File: config.mk
export PLATFORM = sky130hd
export DESIGN_NAME = flic_pixel_chunk_decoder_unit
export DESIGN_NICKNAME = d
export VERILOG_FILES = /design/src/rtl/fpcd_pkg.sv /design/src/rtl/fpcd_parser.sv /design/src/rtl/fpcd_queue.sv /design/src/rtl/flic_pixel_chunk_decoder_unit.sv
export SDC_FILE = /design/constraint.sdc
export NUM_CORES = 1
export LEC_CHECK = 0
export BUFFER_PORTS_ARGS = -buffer_cell sky130_fd_sc_hd__buf_2
export CAP_MARGIN = 20
export CORE_MARGIN = 4
export CORE_UTILIZATION = 30
export DETAILED_ROUTE_END_ITERATION = 6
export GPL_ROUTABILITY_DRIVEN = 0
export SLEW_MARGIN = 0
export SYNTH_ARGS = -nofsm -noshare
export SYNTH_HDL_FRONTEND = slang
export SYNTH_HIERARCHICAL = 1
export SYNTH_SLANG_ARGS = --single-unit
export TNS_END_PERCENT = 100
File: constraint.sdc
create_clock -name clock -period 9.85 [get_ports clock]
set_clock_uncertainty 0.2 [all_clocks]
set_input_delay 0.4925 -clock clock [delete_from_list [all_inputs] [get_ports clock]]
set_output_delay 0.4925 -clock clock [all_outputs]
set_load 0.05 [all_outputs]
File: src/rtl/fpcd_pkg.sv
// Package for the FLIC pixel chunk decoder.
// Holds the parse phase codes, dimension constants and the span record type.
// Used by all modules under rtl; depends on nothing.
package fpcd_pkg;

   localparam int MaxDim = 4096;
   localparam int DimW = $clog2(MaxDim) + 1;

   localparam logic [2:0] FUNC_BRUN  = 3'd0;
   localparam logic [2:0] FUNC_LC    = 3'd1;
   localparam logic [2:0] FUNC_SS2   = 3'd2;
   localparam logic [2:0] FUNC_COPY  = 3'd3;
   localparam logic [2:0] FUNC_BLACK = 3'd4;

   localparam logic [0:0] CSR_WIDTH  = 1'b0;
   localparam logic [0:0] CSR_HEIGHT = 1'b1;

   localparam logic [4:0] PH_IDLE    = 5'd0;
   localparam logic [4:0] PH_BR_ROW  = 5'd1;
   localparam logic [4:0] PH_BR_CNT  = 5'd2;
   localparam logic [4:0] PH_BR_VAL  = 5'd3;
   localparam logic [4:0] PH_BR_LIT  = 5'd4;
   localparam logic [4:0] PH_LC_H0   = 5'd5;
   localparam logic [4:0] PH_LC_H1   = 5'd6;
   localparam logic [4:0] PH_LC_H2   = 5'd7;
   localparam logic [4:0] PH_LC_H3   = 5'd8;
   localparam logic [4:0] PH_LC_PKTS = 5'd9;
   localparam logic [4:0] PH_LC_SKIP = 5'd10;
   localparam logic [4:0] PH_LC_CNT  = 5'd11;
   localparam logic [4:0] PH_LC_VAL  = 5'd12;
   localparam logic [4:0] PH_LC_LIT  = 5'd13;
   localparam logic [4:0] PH_SS_H0   = 5'd14;
   localparam logic [4:0] PH_SS_H1   = 5'd15;
   localparam logic [4:0] PH_SS_OPLO = 5'd16;
   localparam logic [4:0] PH_SS_OPHI = 5'd17;
   localparam logic [4:0] PH_SS_SKIP = 5'd18;
   localparam logic [4:0] PH_SS_CNT  = 5'd19;
   localparam logic [4:0] PH_SS_RA   = 5'd20;
   localparam logic [4:0] PH_SS_RB   = 5'd21;
   localparam logic [4:0] PH_SS_LA   = 5'd22;
   localparam logic [4:0] PH_SS_LB   = 5'd23;
   localparam logic [4:0] PH_COPY    = 5'd24;

   typedef struct packed {
      logic [11:0] row;
      logic [11:0] column;
      logic [8:0]  span_length;
      logic [7:0]  value_first;
      logic [7:0]  value_second;
      logic        alternate;
      logic        clear_all;
      logic        row_error;
   } span_type;

   localparam int SpanW = $bits(span_type);

endpackage

File: src/rtl/fpcd_parser.sv
// Front part of the FLIC pixel chunk decoder: byte parser and span builder.
// Produces at most one span record per accepted byte. Uses fpcd_pkg.
module fpcd_parser (
   input  logic                 clock,
   input  logic                 reset,
   input  logic                 step,
   input  logic [2:0]           func,
   input  logic                 chunk_start,
   input  logic [7:0]           data_byte,
   input  logic [12:0]          width_raw,
   input  logic [12:0]          height_raw,
   output logic                 emit,
   output fpcd_pkg::span_type   span_out
);
   import fpcd_pkg::*;

   logic [4:0]  phase_ff, phase_in;
   logic [15:0] row_ff, row_in;
   logic [12:0] col_ff, col_in;
   logic [15:0] lines_ff, lines_in;
   logic [15:0] pkts_ff, pkts_in;
   logic [8:0]  bytes_ff, bytes_in;
   logic [7:0]  held_ff, held_in;
   logic        err_ff, err_in;

   logic [12:0] w, h;
   logic [15:0] op;

   function automatic logic [12:0] clampd(input logic [12:0] v);
      if (v == 13'd0) return 13'd1;
      if (v > 13'(MaxDim)) return 13'(MaxDim);
      return v;
   endfunction

   function automatic logic [12:0] cadd(input logic [12:0] c, input logic [9:0] n);
      logic [13:0] s;
      s = {1'b0, c} + {4'd0, n};
      if (s > 14'(MaxDim)) return 13'(MaxDim);
      return s[12:0];
   endfunction

   function automatic logic [15:0] radd(input logic [15:0] r, input logic [16:0] n);
      logic [17:0] s;
      s = {2'b0, r} + {1'b0, n};
      if (s > 18'hFFFF) return 16'hFFFF;
      return s[15:0];
   endfunction

   always_comb begin
      logic [9:0]  len;
      logic        want;
      logic [7:0]  v1, v2;
      logic        alt;
      logic [12:0] room;
      logic [4:0]  ph;
      logic [15:0] rr;
      logic [12:0] cc;
      logic [15:0] ll, pp;
      logic [8:0]  bb;
      logic [7:0]  hh;
      logic        ee;
      logic        errout;
      logic        clr;
      logic [12:0] scol;
      logic [15:0] srow;

      w = clampd(width_raw);
      h = clampd(height_raw);
      op = {data_byte, held_ff};
      ph = phase_ff; rr = row_ff; cc = col_ff; ll = lines_ff; pp = pkts_ff;
      bb = bytes_ff; hh = held_ff; ee = err_ff;
      want = 1'b0; len = '0; v1 = '0; v2 = '0; alt = 1'b0;
      errout = 1'b0; clr = 1'b0;
      emit = 1'b0; span_out = '0;
      scol = '0; srow = '0; room = '0;

      if (chunk_start) begin
         rr = '0; cc = '0; ll = '0; pp = '0; bb = '0; hh = '0; ee = 1'b0;
         unique case (func)
            FUNC_BRUN:  ph = PH_BR_ROW;
            FUNC_LC:    ph = PH_LC_H0;
            FUNC_SS2:   ph = PH_SS_H0;
            FUNC_COPY:  ph = PH_COPY;
            FUNC_BLACK: begin ph = PH_IDLE; clr = 1'b1; end
            default:    ph = PH_IDLE;
         endcase
      end

      if (!ee && !clr && !(chunk_start && func > FUNC_COPY)) begin
         scol = cc; srow = rr;
         unique case (ph)
            PH_BR_ROW: begin cc = '0; ph = PH_BR_CNT; end
            PH_BR_CNT: begin
               if (!data_byte[7]) begin bb = {1'b0, data_byte}; ph = PH_BR_VAL; end
               else begin bb = 9'd256 - {1'b0, data_byte}; ph = PH_BR_LIT; end
            end
            PH_BR_VAL, PH_BR_LIT: begin
               want = 1'b1; v1 = data_byte;
               if (ph == PH_BR_VAL) begin
                  len = {1'b0, bb};
               end else begin
                  len = 10'd1; bb = bb - 9'd1;
               end
               cc = cadd(cc, len);
               if (ph == PH_BR_VAL || bb == 9'd0) begin
                  if (cc >= w) begin
                     rr = radd(rr, 17'd1);
                     ph = (rr >= {3'd0, h}) ? PH_IDLE : PH_BR_ROW;
                  end else ph = PH_BR_CNT;
               end
            end
            PH_LC_H0, PH_LC_H2, PH_SS_H0, PH_SS_OPLO, PH_SS_RA, PH_SS_LA: begin
               hh = data_byte;
               unique case (ph)
                  PH_LC_H0:   ph = PH_LC_H1;
                  PH_LC_H2:   ph = PH_LC_H3;
                  PH_SS_H0:   ph = PH_SS_H1;
                  PH_SS_OPLO: ph = PH_SS_OPHI;
                  PH_SS_RA:   ph = PH_SS_RB;
                  default:    ph = PH_SS_LB;
               endcase
            end
            PH_LC_H1: begin rr = op; ph = PH_LC_H2; end
            PH_LC_H3, PH_SS_H1: begin
               ll = op;
               ph = (op == 16'd0) ? PH_IDLE : ((ph == PH_LC_H3) ? PH_LC_PKTS : PH_SS_OPLO);
            end
            PH_LC_PKTS: begin
               if (rr >= {3'd0, h}) errout = 1'b1;
               else begin
                  pp = {8'd0, data_byte}; cc = '0;
                  if (data_byte == 8'd0) begin
                     rr = radd(rr, 17'd1); ll = ll - 16'd1;
                     ph = (ll == 16'd0) ? PH_IDLE : PH_LC_PKTS;
                  end else ph = PH_LC_SKIP;
               end
            end
            PH_LC_SKIP, PH_SS_SKIP: begin
               cc = cadd(cc, {2'd0, data_byte});
               ph = (ph == PH_LC_SKIP) ? PH_LC_CNT : PH_SS_CNT;
            end
            PH_LC_CNT, PH_SS_CNT: begin
               if (data_byte == 8'd0) begin
                  pp = pp - 16'd1;
                  if (pp == 16'd0) begin
                     rr = radd(rr, 17'd1); ll = ll - 16'd1;
                     ph = (ll == 16'd0) ? PH_IDLE :
                          ((ph == PH_LC_CNT) ? PH_LC_PKTS : PH_SS_OPLO);
                  end else ph = (ph == PH_LC_CNT) ? PH_LC_SKIP : PH_SS_SKIP;
               end else if (!data_byte[7]) begin
                  bb = {1'b0, data_byte};
                  ph = (ph == PH_LC_CNT) ? PH_LC_LIT : PH_SS_LA;
               end else begin
                  bb = 9'd256 - {1'b0, data_byte};
                  ph = (ph == PH_LC_CNT) ? PH_LC_VAL : PH_SS_RA;
               end
            end
            PH_LC_VAL, PH_LC_LIT, PH_SS_RB, PH_SS_LB: begin
               want = 1'b1;
               if (ph == PH_SS_RB || ph == PH_SS_LB) begin
                  alt = 1'b1; v1 = hh; v2 = data_byte;
               end else v1 = data_byte;
               unique case (ph)
                  PH_LC_VAL: len = {1'b0, bb};
                  PH_LC_LIT: len = 10'd1;
                  PH_SS_RB:  len = {bb, 1'b0};
                  default:   len = 10'd2;
               endcase
               cc = cadd(cc, len);
               if (ph == PH_LC_LIT || ph == PH_SS_LB) bb = bb - 9'd1;
               if (ph == PH_LC_VAL || ph == PH_SS_RB || bb == 9'd0) begin
                  pp = pp - 16'd1;
                  if (pp == 16'd0) begin
                     rr = radd(rr, 17'd1); ll = ll - 16'd1;
                     ph = (ll == 16'd0) ? PH_IDLE :
                          ((ph == PH_LC_VAL || ph == PH_LC_LIT) ? PH_LC_PKTS : PH_SS_OPLO);
                  end else ph = (ph == PH_LC_VAL || ph == PH_LC_LIT) ? PH_LC_SKIP : PH_SS_SKIP;
               end else if (ph == PH_SS_LB) ph = PH_SS_LA;
            end
            PH_SS_OPHI: begin
               ph = PH_SS_OPLO;
               if (op[15:14] == 2'b11) begin
                  rr = radd(rr, 17'h10000 - {1'b0, op});
               end else if (op[15:14] == 2'b10) begin
                  if (rr < {3'd0, h}) begin
                     cc = w - 13'd1; scol = cc;
                     want = 1'b1; len = 10'd1; v1 = op[7:0];
                  end
               end else if (rr >= {3'd0, h}) errout = 1'b1;
               else begin
                  pp = op; cc = '0;
                  if (op == 16'd0) begin
                     rr = radd(rr, 17'd1); ll = ll - 16'd1;
                     ph = (ll == 16'd0) ? PH_IDLE : PH_SS_OPLO;
                  end else ph = PH_SS_SKIP;
               end
            end
            PH_COPY: begin
               if (rr < {3'd0, h}) begin
                  want = 1'b1; len = 10'd1; v1 = data_byte;
                  cc = cadd(cc, 10'd1);
                  if (cc >= w) begin cc = '0; rr = radd(rr, 17'd1); end
               end
            end
            default: ;
         endcase

         if (errout) begin
            ee = 1'b1; ph = PH_IDLE;
            emit = 1'b1;
            span_out.row = (rr > 16'd4095) ? 12'hFFF : rr[11:0];
            span_out.row_error = 1'b1;
         end else if (want && scol < w && len != 10'd0) begin
            room = w - scol;
            emit = 1'b1;
            span_out.row = srow[11:0];
            span_out.column = scol[11:0];
            span_out.span_length = ({3'd0, len} > room) ? room[8:0] : len[8:0];
            span_out.value_first = v1;
            span_out.value_second = v2;
            span_out.alternate = alt;
         end
      end else if (clr) begin
         emit = 1'b1;
         span_out.clear_all = 1'b1;
      end

      phase_in = ph; row_in = rr; col_in = cc; lines_in = ll; pkts_in = pp;
      bytes_in = bb; held_in = hh; err_in = ee;
   end

   always_ff @(posedge clock) begin
      if (reset) begin
         phase_ff <= PH_IDLE; row_ff <= '0; col_ff <= '0; lines_ff <= '0;
         pkts_ff <= '0; bytes_ff <= '0; held_ff <= '0; err_ff <= 1'b0;
      end else if (step) begin
         phase_ff <= phase_in; row_ff <= row_in; col_ff <= col_in;
         lines_ff <= lines_in; pkts_ff <= pkts_in; bytes_ff <= bytes_in;
         held_ff <= held_in; err_ff <= err_in;
      end
   end
endmodule

File: src/rtl/fpcd_queue.sv
// Span queue between parser and output side of the FLIC chunk decoder.
// Four-entry FIFO of span records with registered head. Uses fpcd_pkg.
module fpcd_queue (
   input  logic                 clock,
   input  logic                 reset,
   input  logic                 push,
   input  fpcd_pkg::span_type   push_data,
   output logic                 almost_full,
   output logic                 head_valid,
   output fpcd_pkg::span_type   head_data,
   input  logic                 pop
);
   import fpcd_pkg::*;

   span_type    mem_ff [4];
   logic [1:0]  wp_ff, wp_in, rp_ff, rp_in;
   logic [2:0]  cnt_ff, cnt_in;

   always_comb begin
      wp_in = wp_ff + (push ? 2'd1 : 2'd0);
      rp_in = rp_ff + (pop ? 2'd1 : 2'd0);
      cnt_in = cnt_ff + (push ? 3'd1 : 3'd0) - (pop ? 3'd1 : 3'd0);
   end

   assign head_valid = cnt_ff != 3'd0;
   assign head_data = mem_ff[rp_ff];
   assign almost_full = cnt_ff >= 3'd3;

   always_ff @(posedge clock) begin
      if (push) mem_ff[wp_ff] <= push_data;
      if (reset) begin
         wp_ff <= '0; rp_ff <= '0; cnt_ff <= '0;
      end else begin
         wp_ff <= wp_in; rp_ff <= rp_in; cnt_ff <= cnt_in;
      end
   end
endmodule

File: src/rtl/flic_pixel_chunk_decoder_unit.sv
// Top level of the FLIC pixel chunk decoder.
// Instantiates fpcd_parser and fpcd_queue; uses fpcd_pkg.
//
// The req channel carries one chunk payload byte per item with its chunk
// kind and a start flag; the rsp channel carries canvas span writes, a
// clear request for black chunks, or a row error flag. Both channels use
// valid and stall; an item moves at an edge where valid is high and stall
// is low. The csr port writes frame_width (index 0) and frame_height
// (index 1) at any edge where csr_write is high.
// Each byte is parsed in the cycle it is accepted and yields zero or one
// span, which is registered into a four-entry queue and offered on rsp
// once the spans ahead of it have left; one byte is taken per cycle while
// req_stall is low. req_stall rises when the queue holds three or more
// spans, so a stalled receiver stops input once three spans are queued.
// Synchronous reset empties the queue, sets the parser idle and loads
// width 320 and height 200; no clearing pass is needed.
module flic_pixel_chunk_decoder_unit (
   input  logic         clock,
   input  logic         reset,
   input  logic         req_valid,
   output logic         req_stall,
   input  logic [2:0]   req_func,
   input  logic         req_chunk_start,
   input  logic [7:0]   req_data_byte,
   output logic         rsp_valid,
   input  logic         rsp_stall,
   output logic [11:0]  rsp_row,
   output logic [11:0]  rsp_column,
   output logic [8:0]   rsp_span_length,
   output logic [7:0]   rsp_value_first,
   output logic [7:0]   rsp_value_second,
   output logic         rsp_alternate,
   output logic         rsp_clear_all,
   output logic         rsp_row_error,
   input  logic         csr_write,
   input  logic [0:0]   csr_index,
   input  logic [12:0]  csr_data
);
   import fpcd_pkg::*;

   logic [12:0] width_ff, height_ff;
   logic        step, emit, full;
   span_type    sp, head;

   assign step = req_valid && !req_stall;
   assign req_stall = full;

   always_ff @(posedge clock) begin
      if (reset) begin
         width_ff <= 13'd320; height_ff <= 13'd200;
      end else if (csr_write) begin
         if (csr_index == CSR_WIDTH) width_ff <= csr_data;
         else height_ff <= csr_data;
      end
   end

   fpcd_parser u_parser (
      .clock(clock), .reset(reset), .step(step), .func(req_func),
      .chunk_start(req_chunk_start), .data_byte(req_data_byte),
      .width_raw(width_ff), .height_raw(height_ff), .emit(emit), .span_out(sp)
   );

   fpcd_queue u_queue (
      .clock(clock), .reset(reset), .push(step && emit), .push_data(sp),
      .almost_full(full), .head_valid(rsp_valid), .head_data(head),
      .pop(rsp_valid && !rsp_stall)
   );

   assign rsp_row = head.row;
   assign rsp_column = head.column;
   assign rsp_span_length = head.span_length;
   assign rsp_value_first = head.value_first;
   assign rsp_value_second = head.value_second;
   assign rsp_alternate = head.alternate;
   assign rsp_clear_all = head.clear_all;
   assign rsp_row_error = head.row_error;
endmodule

---- Yosys cells after proc, flatten, opt, wreduce, memory -nomap -nowiden ----
Memories as Yosys holds them, arrays and structs flattened. A register that Yosys moved wholly into a read port is not among the register bits.
Index checks and enable logic that the tools add are counted.
operators by class
  eq/ne operators ......................... 30
  bitwise gates (word level) .............. 1
  multiply operators ...................... 0
  add/subtract/negate cells ............... 17
  $lt $le $gt $ge ......................... 18
  divide/modulo/power cells ............... 0
  shift operators ......................... 0
  reduce and logical (&&, ||, !) cells .... 39
  mux-type cells .......................... 240
operator list
  cell                                                                                count
  16-bit 2-to-1 mux                                                                   49
  13-bit 2-to-1 mux                                                                   33
  5-bit 2-to-1 mux                                                                    29
  16-bit one-hot mux with 7 select lines                                              1
  9-bit 2-to-1 mux                                                                    12
  50-bit 2-to-1 mux                                                                   2
  13-bit one-hot mux with 7 select lines                                              1
  8-bit 2-to-1 mux                                                                    10
  16-bit one-hot mux with 5 select lines                                              1
  1-bit 2-to-1 mux                                                                    79
  10-bit 2-to-1 mux                                                                   7
  16-bit one-hot mux with 4 select lines                                              1
  14-bit by 13-bit greater-than comparator with 1-bit output (second input constant)  4
  5-bit one-hot mux with 11 select lines                                              1
  16-bit logical NOT                                                                  3
  5-bit equality test (second input constant)                                         9
  5-bit by 4-bit equality test with 1-bit output (second input constant)              8
  10-bit one-hot mux with 4 select lines                                              1
  38-bit 2-to-1 mux                                                                   1
  18-bit by 16-bit greater-than comparator with 1-bit output (second input constant)  2
  9-bit one-hot mux with 4 select lines                                               1
  16-bit by 13-bit >= comparator with 1-bit output                                    2
  8-bit one-hot mux with 4 select lines                                               1
  16-bit by 1-bit subtractor with 16-bit output (second input constant)               2
  51 further kinds                                                                    85
word-level totals
  bits in latches ......................... 0
  logic and storage cells ................. 359
  memories ................................ 1
  bits in writable memories ............... 208
  register bits after elaboration ......... 117
  bits in read-only memories .............. 0
memories
  memory          depth  bits a word  read ports  clocked after memory_dff  wr ports  line              text
  u_queue.mem_ff  4      52           1           1                         1         fpcd_queue.sv:15  span_type mem_ff [4];

---- Longest topological paths before layout ----
  depth after elaboration ................. 33
  depth in mapped cells ................... 37

---- Modules after synthesis ----
The synthesis kept the hierarchy.
by module, submodules not included
  module                         times used  area each (um^2)  seq. area each (um^2)  cells each
  fpcd_parser                    1           16375.7           1681.6                 2479
  fpcd_queue                     1           7913.8            6386.1                 308
  flic_pixel_chunk_decoder_unit  1           1152.4            520.5                  108

---- Least setup slack after synthesis ----
No wires, ideal clock.
  path type ............................... input port to flip-flop
  from .................................... in req_chunk_start
  to ...................................... mem u_queue/mem_ff[0][0] (netlist name) (enable)
  path buffers ............................ 9
  data arrival time ....................... 10074 ps
  path slack .............................. -961 ps
  required time ........................... 9113 ps
  cell stages on the path ................. 31
  cell sequence ........................... buf_6 -> inv_1 -> clkbuf_1 -> clkbuf_1 -> clkbuf_1 -> buf_1 -> nand2_1 -> inv_1 -> ha_1 -> a211oi_1 -> nor2_1 -> a211o_1 -> nor2_1 -> nand2_1 -> clkbuf_1 -> buf_1 -> a21oi_1 -> ha_1 -> o21ai_0 -> a21boi_0 -> o21ai_0 -> a21boi_0 -> o2111ai_1 -> a31oi_1 -> o31ai_1 -> or2_2 -> clkbuf_1 -> clkbuf_1 -> nand2_1 -> and2_1 -> nor3b_1
on the way
  longest elaborated chain between the ends .. 16
  elaborated cells between the ends (all ways) .. 63
  those cells by class .................... order compare (3); eq/ne (9); mux (38); reduce/logical (13)
ends and longest elaborated chain
  element                                          line                                    text
  start, declared                                  flic_pixel_chunk_decoder_unit.sv:23     input logic req_chunk_start,
  16-bit 2-to-1 mux                                fpcd_parser.sv:77                       if (chunk_start) begin
  16-bit by 13-bit < comparator with 1-bit output  fpcd_parser.sv:185, fpcd_parser.sv:199
  13-bit 2-to-1 mux                                fpcd_parser.sv:185                      if (rr < {3'd0, h}) begin
  13-bit 2-to-1 mux                                fpcd_parser.sv:184                      end else if (op[15:14] == 2'b10) begin
  13-bit 2-to-1 mux                                fpcd_parser.sv:182                      if (op[15:14] == 2'b11) begin
  13-bit 2-to-1 mux                                fpcd_parser.sv:91                       unique case (ph)
  13-bit 2-to-1 mux                                fpcd_parser.sv:89                       if (!ee && !clr && !(chunk_start && func > FUNC_COPY)) begin
  13-bit < comparator                              fpcd_parser.sv:213                      end else if (want && scol < w && len != 10'd0) begin
  1-bit logical AND (2 in series)                  fpcd_parser.sv:213
  1-bit 2-to-1 mux                                 fpcd_parser.sv:213
  1-bit 2-to-1 mux                                 fpcd_parser.sv:208                      if (errout) begin
  1-bit 2-to-1 mux *                               fpcd_parser.sv:89
  via emit                                         flic_pixel_chunk_decoder_unit.sv:42     logic step, emit, full;
  1-bit logical AND *                              flic_pixel_chunk_decoder_unit.sv:64     .clock(clock), .reset(reset), .push(step && emit), .push_data(sp),
  1-bit 2-to-1 mux *                               fpcd_queue.sv:30                        if (push) mem_ff[wp_ff] <= push_data;
  1-bit 2-to-1 mux (not written as such) *         fpcd_queue.sv:30
  end, declared                                    fpcd_queue.sv:15
Mark *: on every way through the listed nets, which the timed path passes. The rest lies on a longest branch. The select of a mux whose other input is x is not followed.

==> results.cfg <==
[status]
status = finished, violations left
violations = DRC

[power]
p_leak_nw = 10.4
ir_drop_v = 0.000148
finalPower_mw = 4.33
power_density_nw_per_um2 = 153

[yosys]
yosys-top-cells-count = nor2_1 (309), nand2_1 (272), a21oi_1 (219), edfxtp_1 (208), o21ai_0 (176)
ys_ff_latch = 325
synthDistinctLibCells = 100
yosys_most_used_dff = edfxtp_1
avgSynthCellArea_um2 = 8.79
seq_area_frac_synth_pct = 33.8
yosysWarningCount = 6
synth_edf_count = 208
syn_area_um2 = 25400
syn_inst = 2895
syn-num-nets = 3067
synthTopCellsByArea = edfxtp_1 (25%), dfxtp_1 (9.2%), ha_1 (6.6%)
synth_top_cell_area_share_pct = 24.6
synth_top_area_cell = edfxtp_1
ys_async_sr_fraction_pct = 0
synth_most_common_cell = nor2_1

[drt]
via_per_inst = 6.02
wl_per_cell_um = 23.4
drcViolationCount = 24
num_vias = 24500
routed_wl_um = 94900
initialDrtViolationCount = 3267
ant_nets = 0
detail_route.first_pass.iterations = 7

[timing]
min_period_ps = 9070
max_slew_margin_pct = 17.2
clock.fmax_ghz = 0.110
period_share_pct = 92.1
finalHoldViolCount = 0
setup-tns-final_ps = 0
setup_viol_count_final = 0
tightestPinTransition_ps = 1240
slew_violations = 0
rsz0062_at_grt = no

[global_routing]
grt_start_max_net_pins = 61
grt_overflow_total = 0
gr-usage-all-layers_pct = 20.2
grt_pass1_vias = 22600
grt_pass1_wl_um = 142000
antenna_found_initial = 4

[setup_path]
critPathArrivalTime_ps = 9090
reg2reg_slack_ps = 780
cp_max_fo = 20
worstReg2RegStart = u_parser/phase_ff[1]
worstSetupPathType = reg -> reg
start_kind = flop
critPathMaxStageDelay_ps = 790
worst-endpoint-required_ps = 9870
endpoint_kind = flop
r2r_end = u_queue/mem_ff[0][41]
critPathSlowestCell = nor3_2
r2r_cells = 28

[floorplanning]
core_region_area_um2 = 83800
start_util_pct = 30.4
rows = 106
die_w_um = 299
die_h_um = 299
die_area_um2 = 89500
io_pins = 85

[clock_tree]
post_cts_buffers = 0
cts_buffers = 38
cts_tree = yes
cts.path.max_buffers = 3
clk_pin_slew_ps = 70
clkLatencyLatePin_ps = 600
cts_sinks = 325
cts_root_buf = clkbuf_16
htreeDepth = 2

[layout]
design_area_um2 = 28200
final_core_util_pct = 33.7
syn2layout_area_growth_pct = 10.9
nets = 3071
drive_above_1_share_pct = 11.7

[placement]
port_buffers = 84
place_area_um2 = 26900
dp_hpwl_um = 69400

[flow_run]
max_cap_violations = 0

[worst_hold_path]
min_path_cells = 3
hp-class = in -> reg
whs_endpoint = width_ff[3]
hold_start = csr_data[3]
-- layout make-up --
class,instances,area (µm²)
inverter,90,338
fill,8690,55600
multi-input combinational,2298,15700
antenna,1,2.50
timing repair buffer,146,920
clock buffer,45,1030
sequential,325,8590
clock inverter,25,235
tap,1134,1420
-- cell usage in the layout, fill, tap and decap left out, types with 27 or more instances in the layout --
cell type	n
nand2b_1	65
nor2_1	307
edfxtp_1	208
buf_2	83
nor4_1	34
nand3_1	56
nor3_1	70
and2_1	31
xor2_1	30
inv_1	84
mux4_2	50
clkbuf_16	38
and3_1	27
nor2b_1	49
xnor2_1	82
o22ai_1	29
ha_1	135
dfxtp_1	115
o21ai_0	176
nand4_1	27
nand2_1	272
mux2i_1	33
buf_4	59
a21oi_1	219
a22oi_1	51
a21o_1	36
a211oi_1	38
-- worst max path at each step --
stage,startpoint,endpoint,slack [ps]
2_1_floorplan,req_chunk_start,u_queue/mem_ff[2][0],720
3_3_place_gp,req_chunk_start,u_queue/mem_ff[1][44],1070
3_5_place_dp,req_chunk_start,u_queue/mem_ff[0][41],900
4_1_cts,u_parser/phase_ff[1],u_queue/mem_ff[0][41],980
5_1_grt,u_parser/phase_ff[1],u_queue/mem_ff[0][41],360
6_report,u_parser/phase_ff[1],u_queue/mem_ff[0][41],780
-- logic make-up after synthesis --
| family | synth area share [%] |
|---|---|
| xor gates and xnor gates | 3.86 |
| adders and majority gates | 7.11 |
| and+or+nand+nor | 21.2 |
| buffers and inverters | 4.76 |
| muxes | 6.34 |
| AOI/OAI and AO/OA | 23.0 |
| DFF | 33.8 |
-- repair_timing --
item | CTS | global route
resized for setup | 0 | 0
hold endpoints to repair | 1 | 0
hold buffers | 1 | 0
setup endpoints to repair | 0 | 0
-- worst max-delay path, delay by kind of cell (launching register included) --
kind                     cells  cell delay [ps]
AO/OA/AOI/OAI               11             3170
adder cells (fa/ha/maj)      4             1100
flip-flops                   1              570
AND/OR/NAND/NOR             10             2960
buffers and inverters        3              680
-- layer usage --
| layer | vias up | global-route usage (%) | share of wire [%] |
|---|---|---|---|
| li1 | 11000 | - | - |
| met1 | 11600 | 27.9 | 41 |
| met2 | 1532 | 29.9 | 42 |
| met3 | 343 | 4.95 | 12 |
| met4 | 4 | 9.26 | 5.5 |
| met5 | - | 0 | 0.023 |
-- through the flow --
stage          std cells  setup WS (ps)  hold slack, ps
6_report            4064            783            43.4
5_1_grt             4063            355            13.5
3_5_place_dp        3992            904             291
4_1_cts             4063            979            2.70
2_1_floorplan       2895            724             246
3_3_place_gp        3990           1070             282
-- registers in the layout, summed over array words and instances, names as in the netlist --
name               flops
height_ff             13
u_queue/rp_ff          2
u_parser/held_ff       8
u_parser/lines_ff     16
width_ff              13
u_parser/err_ff        1
u_parser/pkts_ff      16
u_parser/phase_ff      5
u_queue/wp_ff          2
u_parser/col_ff       13
u_queue/cnt_ff         3
u_parser/row_ff       16
u_parser/bytes_ff      9
u_queue/mem_ff       208
-- report_power, final --
part / switching, mW / total, mW / internal [mW]
Sequential: 0.0649 / 1.53 / 1.47
Clock: 0.617 / 1.41 / 0.791
Combinational: 0.929 / 1.39 / 0.460
Total: 1.61 / 4.33 / 2.72
(Power assumes the default switching activity.)
